**src/tcw_pkg.sv**
```systemverilog
`default_nettype none

package tcw_pkg;

  localparam int COLUMNS = 80;
  localparam int ROWS    = 25;
  localparam int CELLS   = COLUMNS * ROWS;
  localparam int ADDR_W  = $clog2(CELLS);
  localparam int ROW_W   = 5;
  localparam int COL_W   = 7;
  localparam int CELL_W  = 16;
  localparam int BYTE_W  = 8;
  localparam int QDEPTH  = 2;
  localparam int QPTR_W  = $clog2(QDEPTH);
  localparam int QCNT_W  = $clog2(QDEPTH + 1);

  localparam logic [CELL_W-1:0] ATTR_WHITE = 16'h0F00;
  localparam logic [BYTE_W-1:0] BYTE_LF    = 8'h0A;
  localparam logic [BYTE_W-1:0] BYTE_CR    = 8'h0D;
  localparam logic              FUNC_READ  = 1'b1;

  typedef enum logic [1:0] {
    OP_READ,
    OP_CHAR,
    OP_LF,
    OP_CR
  } op_t;

  typedef struct packed {
    logic              func;
    logic [BYTE_W-1:0] char_byte;
    logic [ROW_W-1:0]  read_row;
    logic [COL_W-1:0]  read_column;
    logic              last_in_buffer;
  } in_t;

  typedef struct packed {
    logic [CELL_W-1:0] cell_value;
    logic [ROW_W-1:0]  cursor_row;
    logic [COL_W-1:0]  cursor_column;
    logic              scrolled;
    logic              last_out;
  } out_t;

  typedef struct packed {
    op_t               op;
    logic [BYTE_W-1:0] char_byte;
    logic [ROW_W-1:0]  read_row;
    logic [COL_W-1:0]  read_column;
    logic              in_range;
    logic              last;
  } cmd_t;

  typedef struct packed {
    logic clearing;
  } status_t;

endpackage

`default_nettype wire

```
**src/tcw_queue.sv**
```systemverilog
`default_nettype none

module tcw_queue (
  input  wire logic          clk,
  input  wire logic          rst,
  input  wire logic          push,
  input  wire tcw_pkg::cmd_t push_cmd,
  output logic               full,
  input  wire logic          pop,
  output tcw_pkg::cmd_t      pop_cmd,
  output logic               empty
);
  import tcw_pkg::*;

  cmd_t              entries [QDEPTH];
  logic [QPTR_W-1:0] wr_ptr;
  logic [QPTR_W-1:0] rd_ptr;
  logic [QCNT_W-1:0] count;

  assign full    = (count == QCNT_W'(QDEPTH));
  assign empty   = (count == '0);
  assign pop_cmd = entries[rd_ptr];

  always_ff @(posedge clk) begin
    if (push) begin
      entries[wr_ptr] <= push_cmd;
    end
  end

  always_ff @(posedge clk) begin
    if (rst) begin
      wr_ptr <= '0;
      rd_ptr <= '0;
      count  <= '0;
    end else begin
      if (push) begin
        wr_ptr <= wr_ptr + QPTR_W'(1);
      end
      if (pop) begin
        rd_ptr <= rd_ptr + QPTR_W'(1);
      end
      if (push && !pop) begin
        count <= count + QCNT_W'(1);
      end else if (pop && !push) begin
        count <= count - QCNT_W'(1);
      end
    end
  end

endmodule

`default_nettype wire

```
**config.mk**
```make
export PLATFORM = sky130hd
export DESIGN_NAME = tcw_queue
export DESIGN_NICKNAME = d
export VERILOG_FILES = /design/src/tcw_pkg.sv /design/src/tcw_queue.sv
export SDC_FILE = /design/constraint.sdc
export NUM_CORES = 1
export LEC_CHECK = 0
export ABC_AREA = 1
export BUFFER_PORTS_ARGS = -buffer_cell sky130_fd_sc_hd__buf_2
export CORE_MARGIN = 2
export CORE_UTILIZATION = 45
export DETAILED_ROUTE_END_ITERATION = 8
export PLACE_DENSITY = 0.7
export SLEW_MARGIN = 20
export SYNTH_ARGS = -nofsm -noshare
export SYNTH_HDL_FRONTEND = slang
export SYNTH_SLANG_ARGS = --single-unit
```
**constraint.sdc**
```tcl
create_clock -name clk -period 2.2 [get_ports clk]
set_input_delay 0.44 -clock clk [delete_from_list [all_inputs] [get_ports clk]]
set_output_delay 0.44 -clock clk [all_outputs]
set_load 0.01 [all_outputs]
```
# [Word-level counts from Yosys, hierarchy flattened]
# Memories as Yosys holds them, arrays and structs flattened. A register that Yosys moved wholly into a read port is not among the register bits.
# Cells that the tools add are included.
[op_classes] n_addsub=4 n_eq_ne=1 muxes=6 n_reduce_logical=6
[op_table] operator="1-bit two-way mux" n=4
[op_table] operator="2-bit two-way mux" n=2
[op_table] operator="1-bit adder, second input constant" n=2
[op_table] operator="2-bit by 1-bit adder with 2-bit output, second input constant" n=1
[op_table] operator="2-bit equality test, second input constant" n=1
[op_table] operator="1-bit logical AND" n=2
[op_table] operator="1-bit logical NOT" n=2
[op_table] operator="2-bit logical NOT" n=1
[op_table] operator="2-bit nonzero test" n=1
[op_table] operator="2-bit by 1-bit subtractor with 2-bit output, second input constant" n=1
[totals] ff_bits=4 ramBits=48 inputBits=28 mem_count=1
[memory_table] memory="entries" words=2 width=24 rd=1 rd_ports_with_merged_regs=1 write_ports=1 line_no="tcw_queue.sv:15" text="cmd_t entries [QDEPTH];"

# [Depth between registers and ports, before layout]
# Gate-level depths: netlist (run 1).
[logic_depth] depth_word=4 mapped_depth=8 mapped_depth_nobuf=8

# [Worst setup path after synthesis (run 1)]
# Ideal clock, no wire load.
[synth_timing] kind="input to register" startpoint="in push" endpoint="mem entries[0][0] in the netlist's numbering (enable)" setup_ps=405 arrival_ps=1495 slack_ps=299 stages=2 n_path_buf=0 path_cell_list="inv_1 -> nor2_1"
[synth_between] elab_chain_cells=2
[synth_lines] element="start: declaration" line_no="tcw_queue.sv:6" text="input wire logic push,"
[synth_lines] element="1-bit two-way mux" line_no="tcw_queue.sv:25" text="if (push) begin"
[synth_lines] element="1-bit two-way mux (not written as such)" line_no="tcw_queue.sv:26" text="entries[wr_ptr] <= push_cmd;"
[synth_lines] element="end: declaration" line_no="tcw_queue.sv:15"
# No other way between the ends.

==> flow_summary.json, run 1 <==
{
  "seqCellArea_um2": 1541,
  "avgSynthCellArea_um2": 19.12,
  "path_class": "flop to primary output",
  "place_hpwl_um": 2504,
  "yosysTopAreaCell": "edfxtp_1",
  "synth_seq_cells": 53,
  "synth_nets": 137,
  "swShare": 0.2120,
  "multi_input_area_um2": 440.4,
  "final_cell_count_no_fill": 224,
  "rsz0062_at_grt": "false",
  "synth_area_leaders": "edfxtp_1 70%, mux2_4 15%, dfxtp_1 4.8%, mux2_2 2.2%, buf_12 1.9%",
  "finalWorstSetupSlack_ps": 285.2,
  "htreeDepth": 2,
  "layout-drive-gt1-share": 0.5291,
  "comb_power_share": 0.131,
  "cts_made_buffers": 5,
  "final_cell_mix": "53 x buf_2, 48 x edfxtp_1, 20 x mux2_4, 9 x inv_1, 6 x nor2_1",
  "vdd_drop_max_v": 0.0003894,
  "required_ps": 1760,
  "final_common_cell": "buf_2",
  "grt_pass1_wl_um": 5119,
  "fill_cells": 359,
  "place_ws_ps": 596.5,
  "grt_max_degree": 17,
  "seqPwrFrac": 0.566,
  "drv_slew": 0,
  "leakage_nw": 1.044,
  "first_pass_iters": 2,
  "avgViaCountPerCell": 4.826,
  "grt_pass1_vias": 1125,
  "yosysWarnings": 0,
  "p_per_area_nw_per_um2": 830.4,
  "status": "finished clean",
  "cp.arrival_ps": 1470,
  "syn_inst": 108,
  "insertion_delay_ps": 290,
  "dp_cells": 216,
  "cts_sinks": 53,
  "root_buffer": "clkbuf_8",
  "netlist.area_leader.share": 0.6982,
  "synth_area_um2": 2064,
  "fp.dieArea_um2": 5145,
  "grt_antenna_before_repair": 0,
  "cts_setup_buffers": 0,
  "yosysUniqueCellTypes": 16,
  "numPortBuffers": 53,
  "die_h_um": 71.73,
  "grt_overflow": 0,
  "setup_tns_ps": 0,
  "cts_resized": 0,
  "cp-start-kind": "flop",
  "area_delta_synth_final_pct": 21.82,
  "drv_cap": 0,
  "slew-limit-headroom": 0.8024,
  "p_switching_mw": 0.4428,
  "drt_iter0_markers": 64,
  "fin_util": 0.5736,
  "timing.fmax_ghz": 0.5222,
  "cts_hold_buf": 0,
  "min_from": "push_cmd[14]",
  "place_area_um2": 2404,
  "finalSetupViolCount": 0,
  "core-area_um2": 4384,
  "die_width_um": 71.73,
  "cp_max_fo": 16,
  "drt-total-wl_um": 3256,
  "io_pins": 54,
  "grt_usage": 0.1369,
  "ys_seq_area_frac": 0.7467,
  "drc": 0,
  "hold_path_class": "primary input to flop",
  "skew_ps": 4.676,
  "finalHoldViolCount": 0,
  "cts_buffer_depth": 2,
  "p_int_mw": 1.646,
  "antenna_cells": 0,
  "fin_area_um2": 2515,
  "path_clk_slew_ps": 90,
  "wl_per_cell_um": 14.54,
  "postRouteAntennaNets": 0,
  "final_nets": 200,
  "clock_power_share": 0.303,
  "tightest_slew_ps": 296.0,
  "initial_core_util": 0.4709,
  "gp_congestion": 0.6552,
  "fin_total_pwr_mw": 2.088,
  "period_minus_slack_ps": 1915,
  "cts_tree": "built",
  "period_share": 0.8704,
  "via_count": 1081,
  "rr_startpoint": "wr_ptr$_SDFFE_PP0P_",
  "hold-worst-slack_ps": 325.3,
  "worst_setup_path_end_kind": "primary output",
  "core.rowCount": 24
}
[cell type report]
class / count / share of cell area
clock buffers: 6 / 0.02886
multi-input cells: 43 / 0.1751
flip-flops and latches: 53 / 0.6129
repair buffers: 59 / 0.1284
inverters: 9 / 0.01343
well taps: 52 / 0.02587
clock inverters: 2 / 0.01542
[worst max-delay path, cell delays in order, from the launching register on]
cell	delay (ps)
dfxtp_1	500
buf_12	220
mux2_4	310
buf_2	140
[sequential cells by signal, summed over array words and instances, names as in the netlist, named ones only]
signal	cells
entries	48
count	2
rd_ptr	1
wr_ptr	1
[cell families after synthesis]
kind of cell               synth area share
and+or+nand+nor                     0.02970
buffers and inverters               0.04121
muxes                                0.1673
DFF                                  0.7467
xor gates and xnor gates           0.004243
adders and majority gates          0.006060
AOI/OAI and AO/OA                  0.004844
[power groups by stage]
| stage | registers, mW | logic (mW) | clock network [mW] |
|---|---|---|---|
| after floorplan | 1.20 | 0.185 | 0 |
| after global placement | 1.20 | 0.270 | 0 |
| after detailed placement | 1.21 | 0.278 | 0 |
| after CTS | 1.18 | 0.279 | 0.650 |
| after global routing | 1.19 | 0.297 | 0.694 |
| final | 1.18 | 0.273 | 0.633 |
[layer usage]
layer | share of wire | up-vias | wire length (um) | global-route usage
li1 | - | 521 | - | -
met1 | 0.38 | 517 | 1236 | 0.1429
met2 | 0.53 | 37 | 1728 | 0.2510
met3 | 0.071 | 6 | 232 | 0.04501
met4 | 0.018 | 0 | 58 | 0.05660
met5 | 0 | - | 0 | 0
[synthesized netlist by cell type]
| cell | count |
|---|---|
| edfxtp_1 | 48 |
| mux2_4 | 20 |
| inv_1 | 9 |
| nor2_1 | 7 |
| dfxtp_1 | 5 |
| nand2_1 | 5 |
| mux2_2 | 4 |
| buf_12 | 2 |
| a21oi_1 | 1 |
| buf_6 | 1 |
| ha_1 | 1 |
| nand3_1 | 1 |
| nand4_1 | 1 |
| nor3_1 | 1 |
| o21ai_0 | 1 |
| xnor2_1 | 1 |
[path summary, 6_finish.rpt]
check | depth (start not counted) | end | slack (ps)
setup reg to reg | 3 | entries[1][0]$_DFFE_PP_ | 1190
hold / removal | 1 | entries[1][14]$_DFFE_PP_ | 330
hold reg to reg | 2 | wr_ptr$_SDFFE_PP0P_ | 530
setup / recovery | 3 | pop_cmd[13] | 290
No activity file was read; power rests on OpenSTA's default activity.
==> inputs of run 2 (changes only) <==
--- a/config.mk
+++ b/config.mk
@@ -8,9 +8,9 @@
 export ABC_AREA = 1
 export BUFFER_PORTS_ARGS = -buffer_cell sky130_fd_sc_hd__buf_2
 export CORE_MARGIN = 2
-export CORE_UTILIZATION = 45
+export CORE_UTILIZATION = 50
 export DETAILED_ROUTE_END_ITERATION = 8
-export PLACE_DENSITY = 0.7
+export PLACE_DENSITY = 0.76
 export SLEW_MARGIN = 20
 export SYNTH_ARGS = -nofsm -noshare
 export SYNTH_HDL_FRONTEND = slang
==> run 2 against run 1 <==
Via count is 2.8% lower; sequential cell count stayed put; sequential share of layout area is 1.3 points higher; first-iteration DRC count down 22%; setup slack got worse by 120 ps; final cell count fell by 1.3%; maximum frequency fell by 6.0%; combinational power is 3% lower; core utilization rose by 4.2 points; count of clock-buffer cells in the layout rose by 2; largest cell class unchanged; largest power group unchanged; highest routed layer unchanged.
==> flow_summary.json, run 2 (synthesis gave the netlist of run 1 again) <==
{
  "slew-limit-headroom": 0.7073,
  "tightest_slew_ps": 438.6,
  "root_buffer": "clkbuf_8",
  "cp_cell_sequence": "buf_4 > mux2_2 > buf_2",
  "ff2ff_setup_slack_ps": 920,
  "path_clk_slew_ps": 80,
  "reg.largest.list": "entries x48, count x2",
  "avgViaCountPerCell": 4.756,
  "cts_hold_buf": 0,
  "io_pins": 54,
  "antenna_cells": 0,
  "fill_cells": 311,
  "top_register": "entries",
  "seqCellArea_um2": 1541,
  "setup_tns_ps": 0,
  "drc": 0,
  "grt_usage": 0.1409,
  "cts_setup_buffers": 0,
  "timing.fmax_ghz": 0.4910,
  "grt_overflow": 0,
  "initial_core_util": 0.5161,
  "gp_congestion": 0.7456,
  "multi_input_area_um2": 440.4,
  "grt_max_degree": 26,
  "die_width_um": 68.26,
  "final_common_cell": "buf_2",
  "layout-drive-gt1-share": 0.5146,
  "required_ps": 1760,
  "cts_sinks": 53,
  "place_area_um2": 2381,
  "numPortBuffers": 53,
  "cts_tree": "built",
  "finalHoldViolCount": 0,
  "p_per_area_nw_per_um2": 786.5,
  "critPathTopFamily": "flip-flops",
  "largest_reg_flops": 48,
  "rsz0062_at_grt": "false",
  "postRouteAntennaNets": 0,
  "core.rowCount": 23,
  "first_pass_iters": 4,
  "wl_per_cell_um": 13.83,
  "hold_path_class": "primary input to flop",
  "path_class": "flop to primary output",
  "leakage_nw": 1.019,
  "fin_area_um2": 2461,
  "period_share": 0.9257,
  "cts_buffer_depth": 2,
  "skew_ps": 5.515,
  "worst-path-buf-inv": 2,
  "die_h_um": 68.26,
  "insertion_delay_ps": 290,
  "fp.dieArea_um2": 4659,
  "slowest_stage": "dfxtp_1",
  "place_hpwl_um": 2311,
  "grt_antenna_before_repair": 0,
  "core-area_um2": 4000,
  "max_stage_delay_ps": 530,
  "status": "finished clean",
  "vdd_drop_max_v": 0.0004853,
  "period_minus_slack_ps": 2037,
  "finalSetupViolCount": 0,
  "drt_iter0_markers": 50,
  "drv_slew": 0,
  "final_cell_mix": "53 x buf_2, 48 x edfxtp_1, 20 x mux2_4, 9 x inv_1, 6 x nor2_1",
  "area_delta_synth_final_pct": 19.21,
  "drt-total-wl_um": 3056,
  "cp-start-kind": "flop",
  "drv_cap": 0,
  "final_nets": 199,
  "cts_made_buffers": 5,
  "cts_resized": 0,
  "grt_pass1_wl_um": 4540,
  "via_count": 1051,
  "cp.arrival_ps": 1600,
  "htreeDepth": 2,
  "grt_pass1_vias": 1067,
  "cp_max_fo": 10,
  "worst_setup_path_end_kind": "primary output"
}
run 2: worst paths after layout:
path                       startpoint  cells past startpoint                      end
hold reg to reg   rd_ptr$_SDFFE_PP0P_                      2      rd_ptr$_SDFFE_PP0P_
hold / removal            push_cmd[7]                      1  entries[0][7]$_DFFE_PP_
setup reg to reg  wr_ptr$_SDFFE_PP0P_                      2  entries[0][1]$_DFFE_PP_
setup / recovery                 flop                      3               pop_cmd[8]
run 2: layout make-up:
type / instances / share of cell area
Multi-Input combinational cell: 43 / 0.1790
Timing Repair Buffer: 58 / 0.1230
Clock buffer: 8 / 0.03254
Sequential cell: 53 / 0.6263
Inverter: 9 / 0.01373
Tap cell: 50 / 0.02542
run 2: stage by stage:
| stage | util | std cells | power (mW) | hold WS, ps | worst slack, ps |
|---|---|---|---|---|---|
| 2_1_floorplan | - | 108 | 1.381 | 479.9 | 299.4 |
| 3_3_place_gp | 0.5952 | 213 | 1.460 | 496.9 | 492.2 |
| 3_5_place_dp | 0.5952 | 213 | 1.474 | 518.2 | 460.6 |
| 4_1_cts | 0.6153 | 221 | 1.963 | 322.7 | 130.7 |
| 5_1_grt | 0.6153 | 221 | 2.032 | 315.0 | 70.35 |
| 6_report | 0.6153 | 221 | 1.936 | 333.6 | 163.4 |
run 2: routing by layer:
layer | track usage | up-vias | wire (um)
met5 | 0 | - | 0
met1 | 0.1391 | 495 | 1182
li1 | - | 515 | -
met4 | 0.07500 | 0 | 59
met3 | 0.04770 | 7 | 160
met2 | 0.2573 | 34 | 1653
run 2: report_power, final:
group	leakage (nW)	total (mW)	internal [mW]	switching [mW]
registers	0.492	1.18	1.16	0.0220
logic	0.487	0.264	0.139	0.125
clock network	0.0395	0.491	0.226	0.264
total	1.02	1.94	1.52	0.411
