$ cat src/tcw_pkg.sv
`default_nettype none

package tcw_pkg;

  localparam int COLUMNS = 80;
  localparam int ROWS    = 25;
  localparam int CELLS   = COLUMNS * ROWS;
  localparam int ADDR_W  = $clog2(CELLS);
  localparam int ROW_W   = 5;
  localparam int COL_W   = 7;
  localparam int CELL_W  = 16;
  localparam int BYTE_W  = 8;
  localparam int QDEPTH  = 2;
  localparam int QPTR_W  = $clog2(QDEPTH);
  localparam int QCNT_W  = $clog2(QDEPTH + 1);

  localparam logic [CELL_W-1:0] ATTR_WHITE = 16'h0F00;
  localparam logic [BYTE_W-1:0] BYTE_LF    = 8'h0A;
  localparam logic [BYTE_W-1:0] BYTE_CR    = 8'h0D;
  localparam logic              FUNC_READ  = 1'b1;

  typedef enum logic [1:0] {
    OP_READ,
    OP_CHAR,
    OP_LF,
    OP_CR
  } op_t;

  typedef struct packed {
    logic              func;
    logic [BYTE_W-1:0] char_byte;
    logic [ROW_W-1:0]  read_row;
    logic [COL_W-1:0]  read_column;
    logic              last_in_buffer;
  } in_t;

  typedef struct packed {
    logic [CELL_W-1:0] cell_value;
    logic [ROW_W-1:0]  cursor_row;
    logic [COL_W-1:0]  cursor_column;
    logic              scrolled;
    logic              last_out;
  } out_t;

  typedef struct packed {
    op_t               op;
    logic [BYTE_W-1:0] char_byte;
    logic [ROW_W-1:0]  read_row;
    logic [COL_W-1:0]  read_column;
    logic              in_range;
    logic              last;
  } cmd_t;

  typedef struct packed {
    logic clearing;
  } status_t;

endpackage

`default_nettype wire

$ cat src/tcw_front.sv
`default_nettype none

module tcw_front (
  input  wire logic            item_valid,
  output logic                 item_ready,
  input  wire tcw_pkg::in_t    item,
  input  wire tcw_pkg::status_t status,
  input  wire logic            q_full,
  output logic                 push,
  output tcw_pkg::cmd_t        cmd
);
  import tcw_pkg::*;

  assign item_ready = !status.clearing && !q_full;
  assign push       = item_valid && item_ready;

  always_comb begin
    cmd.char_byte   = item.char_byte;
    cmd.read_row    = item.read_row;
    cmd.read_column = item.read_column;
    cmd.last        = item.last_in_buffer;
    cmd.in_range    = (item.read_row < ROW_W'(ROWS)) && (item.read_column < COL_W'(COLUMNS));
    if (item.func == FUNC_READ) begin
      cmd.op = OP_READ;
    end else if (item.char_byte == BYTE_LF) begin
      cmd.op = OP_LF;
    end else if (item.char_byte == BYTE_CR) begin
      cmd.op = OP_CR;
    end else begin
      cmd.op = OP_CHAR;
    end
  end

endmodule

`default_nettype wire

$ cat config.mk
export PLATFORM = sky130hd
export DESIGN_NAME = tcw_front
export DESIGN_NICKNAME = d
export VERILOG_FILES = /design/src/tcw_pkg.sv /design/src/tcw_front.sv
export SDC_FILE = /design/constraint.sdc
export NUM_CORES = 1
export LEC_CHECK = 0
export BUFFER_PORTS_ARGS = -buffer_cell sky130_fd_sc_hd__buf_4
export CORE_AREA = 2 2 39 41
export DETAILED_ROUTE_END_ITERATION = 10
export DIE_AREA = 0 0 41 43
export PLACE_DENSITY = 0.69
export SLEW_MARGIN = 20
export SYNTH_ARGS = -nofsm -noshare
export SYNTH_HDL_FRONTEND = slang
export SYNTH_SLANG_ARGS = --single-unit
export TNS_END_PERCENT = 5
$ cat constraint.sdc
create_clock -name vclk -period 1.3
set_input_delay 0.13 -clock vclk [all_inputs]
set_output_delay 0.13 -clock vclk [all_outputs]
set_load 0.005 [all_outputs]
# After elaboration in Yosys (flattened, before gate mapping)
# Index checks and enable logic that the tools add are counted.
dict set report classes {
  magnitude_cmp 2
  n_eq_ne 2
  n_mux 3
  n_reduce_logical 5
}
# cell n
set ops {}
lappend ops {{$eq 8x4->1 const B} 2}
lappend ops {{$lt 7x7->1 const B} 1}
lappend ops {{$mux 2} 3}
lappend ops {{$lt 5x5->1 const B} 1}
lappend ops {{$logic_and 1x1->1} 3}
lappend ops {{$logic_not 1->1} 2}
dict set report word_totals {
  ff_bits 0
  inputBits 25
  word_cells 12
}

# Depth between registers and ports, before layout
# Gate-level depths: netlist of run 1.
dict set report logic_depth {
  ltp_word 4
  mapped_depth 3
  depth_no_buf 3
}

# Least setup slack after synthesis of run 1
# Ideal clock, no wire load.
dict set report synth_path {
  kind {input -> output}
  startpoint {input port item[18] (netlist bit)}
  endpoint {output port cmd[23] (netlist bit)}
  arrival_ns 0.640
  required_ns 1.170
  path_slack_ns 0.530
  stages 3
  path_buffers 0
  path_cell_list {nor4_4 -> nand2_1 -> nor3_2}
}
# item line_no
set synth_rtl {}
lappend synth_rtl {{start: declaration} tcw_front.sv:6} ;# input wire tcw_pkg::in_t item,
lappend synth_rtl {{end: declaration} tcw_front.sv:10} ;# output tcw_pkg::cmd_t cmd

==> insert_results.sql, run 1 <==
INSERT INTO impl_metrics (metric_group, metric, value, unit) VALUES
('run', 'maxCapViolCount', '0', ''),
('cts', 'post-cts-setup-buffers', '0', ''),
('cells_and_area', 'clock_buffers', '0', ''),
('hold_path', 'whs_endpoint', 'cmd[2]', ''),
('floorplan', 'fp.dieW', '41', 'um'),
('critical_path', 'worst-path-max-fanout', '2', ''),
('drt', 'route.detailed.drc', '0', ''),
('synth', 'synth_area_leaders', 'buf_4 (63%), nor4_4 (8.5%), and2_1 (5.0%), nor3_2 (4.0%), a41oi_1 (3.5%)', ''),
('critical_path', 'worst_path_most_repeated_cell', 'buf_4', ''),
('floorplan', 'effective_utilization_at_floorplan', '18.0', '%'),
('critical_path', 'critPathLaunchType', 'input pin', ''),
('sta', 'max_freq', '970', 'MHz'),
('global_routing', 'first_pass_grt_wire_length', '848', 'um'),
('cts', 'postCtsHoldBufs', '0', ''),
('drt', 'routedWlPerCell', '9.88', 'um'),
('sta', 'rsz0062_at_grt', 'no', ''),
('cells_and_area', 'design.seq.count', '0', ''),
('hold_path', 'min-delay-path-class', 'in2out', ''),
('cells_and_area', 'layout_cells_sized_above_1', '81.1', '%'),
('sta', 'report.final.hold_viol_count', '0', ''),
('cells_and_area', 'antenna_diodes', '0', ''),
('critical_path', 'cp_cell_sequence', 'buf_4 > nor4_4 > nand2_1 > nor3_2 > buf_4', ''),
('drt', 'antenna_violating_nets_post_route', '0', ''),
('synth', 'ys_seq_area_share', '0', '%'),
('cells_and_area', 'layout.nets', '80', ''),
('global_routing', 'global_route.usage.total', '6.49', '%'),
('critical_path', 'crit_path_end_kind', 'primary output', ''),
('sta', 'layout_min_cycle_time', '1.03', 'ns'),
('placement', 'buffers_on_ports', '41', ''),
('synth', 'synthesis.yosys.warnings', '0', ''),
('drt', 'via_count_normalized_by_instance_count', '4.10', ''),
('critical_path', 'critPathArrivalTime', '0.90', 'ns'),
('hold_path', 'min_path_cells', '0', ''),
('global_routing', 'grt_overflow', '0', ''),
('sta', 'worst_pin_slew', '0.254', 'ns'),
('drt', 'detailed_route_via_count', '283', ''),
('floorplan', 'core_region_area', '1380', 'um^2'),
('pwr', 'power_density', '297', 'nW/um^2'),
('cells_and_area', 'layout.core_utilization', '30.3', '%'),
('cells_and_area', 'filler_cell_count', '143', ''),
('placement', 'finalWeightedCongestion', '0.604', ''),
('critical_path', 'crit_type', 'in2out', ''),
('cells_and_area', 'seq_area', '0', 'um^2'),
('drt', 'drtPass1Iterations', '1', ''),
('synth', 'yosysTopAreaCell', 'buf_4', ''),
('synth', 'post-synth-top-count-cell', 'buf_4', ''),
('floorplan', 'row_count', '14', ''),
('floorplan', 'die_height', '43', 'um'),
('critical_path', 'cpLargestDelayFamily', 'simple AND/OR/NAND/NOR gates', ''),
('sta', 'slew_headroom', '82.9', '%'),
('sta', 'setup_tns', '0', 'ns'),
('sta', 'period_share', '79.3', '%'),
('critical_path', 'timing.critical_path.slowest_stage_cell', 'nor4_4', ''),
('critical_path', 'startpoint', 'item[18]', ''),
('synth', 'synthesis.nets', '58', ''),
('critical_path', 'critical-path-max-stage-delay', '0.27', 'ns'),
('global_routing', 'grt_max_degree', '5', ''),
('cts', 'cts_resized', '0', ''),
('synth', 'library_cells_used_by_synthesis', '11', ''),
('synth', 'yosys.area.top_type_share', '63.3', '%'),
('outcome', 'run_status', 'finished, final reports clean', ''),
('critical_path', 'required', '1.17', 'ns'),
('sta', 'timing_max_transition_violations_final', '0', ''),
('floorplan', 'total_die_area', '1760', 'um^2'),
('floorplan', 'top_level_ports', '51', ''),
('critical_path', 'critical_path_buf_inv_count', '2', ''),
('cells_and_area', 'multi_input_area', '91.3', 'um^2'),
('synth', 'post_synth_most_frequent_cells', 'buf_4 (21), and2_1 (2), nor2_1 (2)', ''),
('cells_and_area', 'synthToLayoutAreaGrowth', '68.3', '%'),
('pwr', 'power_leakage', '0.222', 'nW'),
('drt', 'totalWireLength', '682', 'um'),
('pwr', 'ir_drop', '0.0820', 'mV'),
('synth', 'synth_area', '249', 'um^2'),
('global_routing', 'first_global_vias', '230', ''),
('hold_path', 'timing.hold.worst.start', 'item[1]', ''),
('synth', 'average_instance_area_after_synthesis', '7.55', 'um^2'),
('sta', 'finalSetupViolations', '0', ''),
('global_routing', 'grt_antenna_before_repair', '0', ''),
('drt', 'drt_iter0_drc', '0', ''),
('synth', 'synthCells', '33', '');
## routing by layer
layer  vias up  part of all wire, %  track usage, %
met2        29                   51            13.4
met4         0                 0.59            1.33
met1       120                   25            6.01
met3         2                   23           0.524
li1        132                    -               -
met5         -                    0               0
## through the flow
| step | setup slack (ns) | hold slack (ns) | instances | power (W) | cell area, um^2 |
|---|---|---|---|---|---|
| 6_report | 0.269 | 0.260 | 69 | 0.000125 | 419 |
| 5_1_grt | 0.223 | 0.260 | 69 | 0.000137 | 419 |
| 4_1_cts | 0.259 | 0.260 | 69 | 0.000127 | 419 |
| 3_5_place_dp | 0.259 | 0.260 | 69 | 0.000126 | 419 |
| 3_3_place_gp | 0.275 | 0.260 | 69 | 0.000123 | 419 |
| 2_1_floorplan | 0.530 | 0.284 | 33 | 0.0000658 | 249 |
## layout make-up
class	instances	area share, %
repair buffers	41	73.4
multi-input cells	12	21.8
well taps	16	4.78
## placed cells by master (no fill, tap or decap)
cell type	Yosys	final
nor3_2	1	1
a41oi_1	1	1
nor4_4	1	1
nand2_1	1	1
o311ai_0	1	1
and3b_1	1	1
a21oi_1	1	1
nor2_1	2	2
buf_4	21	41
and2_1	2	2
o21ai_0	1	1
## logic make-up after synthesis
logic type	synth area share (%)
AND/OR/NAND/NOR	25.6
buffers and inverters	63.3
AO/OA/AOI/OAI	11.1
## how the worst max path moves through the flow
stage	end	slack (ns)	cells after the start
floorplan	cmd[23]	0.53	3
global route	cmd[23]	0.22	5
CTS	cmd[23]	0.26	5
finish	cmd[23]	0.27	5
detailed placement	cmd[23]	0.26	5
global placement	cmd[23]	0.27	5
## power breakdown
| group | internal (W) | switching, W |
|---|---|---|
| logic | 0.0000836 | 0.0000409 |
| clock network | 0 | 0 |
| registers | 0 | 0 |
| total | 0.0000836 | 0.0000409 |
Power figures use the tool's default switching activity.
==> run 2, diff against run 1 <==
--- a/config.mk
+++ b/config.mk
@@ -5,11 +5,12 @@
 export SDC_FILE = /design/constraint.sdc
 export NUM_CORES = 1
 export LEC_CHECK = 0
+export ABC_AREA = 1
 export BUFFER_PORTS_ARGS = -buffer_cell sky130_fd_sc_hd__buf_4
 export CORE_AREA = 2 2 39 41
 export DETAILED_ROUTE_END_ITERATION = 10
 export DIE_AREA = 0 0 41 43
-export PLACE_DENSITY = 0.69
+export PLACE_DENSITY = 0.73
 export SLEW_MARGIN = 20
 export SYNTH_ARGS = -nofsm -noshare
 export SYNTH_HDL_FRONTEND = slang
==> constraint.sdc (replaced) <==
create_clock -name vclk -period 0.84
set_input_delay 0.084 -clock vclk [all_inputs]
set_output_delay 0.084 -clock vclk [all_outputs]
set_load 0.005 [all_outputs]
==> insert_results.sql, run 2 <==
INSERT INTO impl_metrics (metric_group, metric, value, unit) VALUES
('outcome', 'run_status', 'finished, final reports clean', ''),
('cells_and_area', 'filler_cell_count', '149', ''),
('critical_path', 'worst-path-max-fanout', '2', ''),
('synth', 'yosys.area.top_type_share', '58.6', '%'),
('cts', 'postCtsHoldBufs', '0', ''),
('cells_and_area', 'final_common_cell', 'buf_4', ''),
('critical_path', 'crit_path_end_kind', 'primary output', ''),
('global_routing', 'grt_overflow', '0', ''),
('sta', 'period_share', '88.6', '%'),
('global_routing', 'global_route.usage.total', '5.09', '%'),
('hold_path', 'timing.hold.worst.start', 'item[1]', ''),
('cells_and_area', 'clock_buffers', '0', ''),
('critical_path', 'startpoint', 'item[17]', ''),
('synth', 'synthesis.nets', '71', ''),
('global_routing', 'grt_antenna_before_repair', '0', ''),
('synth', 'synthCells', '46', ''),
('drt', 'antenna_violating_nets_post_route', '0', ''),
('drt', 'detailed_route_via_count', '314', ''),
('cells_and_area', 'layout.core_utilization', '31.7', '%'),
('floorplan', 'total_die_area', '1760', 'um^2'),
('hold_path', 'min-delay-path-class', 'in2out', ''),
('cells_and_area', 'antenna_diodes', '0', ''),
('drt', 'totalWireLength', '657', 'um'),
('sta', 'rsz0062_at_grt', 'no', ''),
('cells_and_area', 'layout.nets', '93', ''),
('drt', 'route.detailed.drc', '0', ''),
('synth', 'post_synth_most_frequent_cells', 'buf_4 (21), nor2_1 (8), nand2_1 (6), inv_1 (5)', ''),
('sta', 'report.final.hold_viol_count', '0', ''),
('cells_and_area', 'design.seq.count', '0', ''),
('synth', 'synth_area', '269', 'um^2'),
('sta', 'timing_max_transition_violations_final', '0', ''),
('floorplan', 'die_height', '43', 'um'),
('cells_and_area', 'layout_common_cells', 'buf_4 (41), nor2_1 (8), nand2_1 (6), inv_1 (5)', ''),
('synth', 'ys_seq_area_share', '0', '%'),
('synth', 'library_cells_used_by_synthesis', '10', ''),
('sta', 'setup_tns', '0', 'ns'),
('cts', 'cts_resized', '0', ''),
('critical_path', 'crit_type', 'in2out', ''),
('placement', 'finalWeightedCongestion', '0.560', ''),
('critical_path', 'critPathArrivalTime', '0.66', 'ns'),
('run', 'maxCapViolCount', '0', ''),
('drt', 'routedWlPerCell', '8.01', 'um'),
('floorplan', 'row_count', '14', ''),
('pwr', 'power_density', '446', 'nW/um^2'),
('synth', 'synth_area_leaders', 'buf_4 (59%), nor2_1 (11%), nand2_1 (8.4%), inv_1 (7.0%), a21oi_2 (3.3%)', ''),
('global_routing', 'first_pass_grt_wire_length', '669', 'um'),
('floorplan', 'core_region_area', '1380', 'um^2'),
('floorplan', 'fp.dieW', '41', 'um'),
('drt', 'drtPass1Iterations', '1', ''),
('floorplan', 'effective_utilization_at_floorplan', '19.4', '%'),
('floorplan', 'top_level_ports', '51', ''),
('pwr', 'ir_drop', '0.116', 'mV'),
('critical_path', 'required', '0.76', 'ns'),
('synth', 'post-synth-top-count-cell', 'buf_4', ''),
('cts', 'post-cts-setup-buffers', '0', ''),
('drt', 'drt_iter0_drc', '0', ''),
('global_routing', 'first_global_vias', '198', ''),
('placement', 'buffers_on_ports', '41', ''),
('sta', 'finalSetupViolations', '0', ''),
('drt', 'via_count_normalized_by_instance_count', '3.83', ''),
('cells_and_area', 'layout_cells_sized_above_1', '65.2', '%'),
('pwr', 'power_leakage', '0.261', 'nW'),
('cells_and_area', 'seq_area', '0', 'um^2'),
('synth', 'synthesis.yosys.warnings', '0', ''),
('placement', 'dpl.hpwl', '629', 'um'),
('sta', 'slew_headroom', '88.8', '%'),
('sta', 'max_freq', '1340', 'MHz'),
('cells_and_area', 'multi_input_area', '92.6', 'um^2'),
('sta', 'layout_min_cycle_time', '0.744', 'ns'),
('critical_path', 'critPathLaunchType', 'input pin', ''),
('synth', 'average_instance_area_after_synthesis', '5.85', 'um^2'),
('synth', 'yosysTopAreaCell', 'buf_4', ''),
('sta', 'worst_pin_slew', '0.167', 'ns'),
('global_routing', 'grt_max_degree', '4', ''),
('cells_and_area', 'synthToLayoutAreaGrowth', '63.3', '%');
-- run 2: cell count changes after synthesis, moves of 2 or more --
cell / change
and2_1: -2
inv_1: +5
nand2_1: +5
nor2_1: +6
-- run 2: path summary, 6_finish.rpt --
| path | cells past startpoint | to | slack, ns |
|---|---|---|---|
| worst min-delay path | 0 | cmd[2] | 0.17 |
| worst max-delay path | 6 | cmd[22] | 0.1 |
-- run 2: power by group --
group	internal, W	switching, W
logic	0.000131	0.0000647
clock network	0	0
registers	0	0
total	0.000131	0.0000647
-- run 2: metrics by stage --
step                worst slack (ns)  hold slack, ns  total power (W)  cells  instance area (um^2)
floorplan                      0.361           0.195         0.000110     46                   269
CTS                           0.0860           0.168         0.000199     82                   439
global placement               0.106           0.168         0.000195     82                   439
global route                  0.0165           0.168         0.000215     82                   439
detailed placement            0.0860           0.168         0.000199     82                   439
finish                        0.0956           0.168         0.000196     82                   439
-- run 2: final cells by class --
type	count	share of cell area (%)
repair buffers	41	70.1
multi-input cells	20	21.1
well taps	16	4.56
inverters	5	4.27
-- run 2: routing by layer --
metal	GRT usage [%]	routed length, um	vias up
met5	0	0	-
met4	0.667	0	0
met3	0	184	0
met2	10.3	279	35
met1	5.38	194	121
li1	-	-	158
-- run 2: cells by family (layout without fill, tap and decap cells) --
| logic type | count (synthesis) | count (layout) | share of synthesized area [%] |
|---|---|---|---|
| buffers and inverters | 26 | 46 | 65.6 |
| AO/OA/AOI/OAI | 3 | 3 | 7.91 |
| AND/OR/NAND/NOR | 17 | 17 | 26.5 |
-- run 2: critical path, stage by stage --
cell and delay [ns]:
buf_4 0.11, nor2_1 0.13, nand2_1 0.07, nor2_1 0.10
nor2_1 0.05, buf_4 0.12
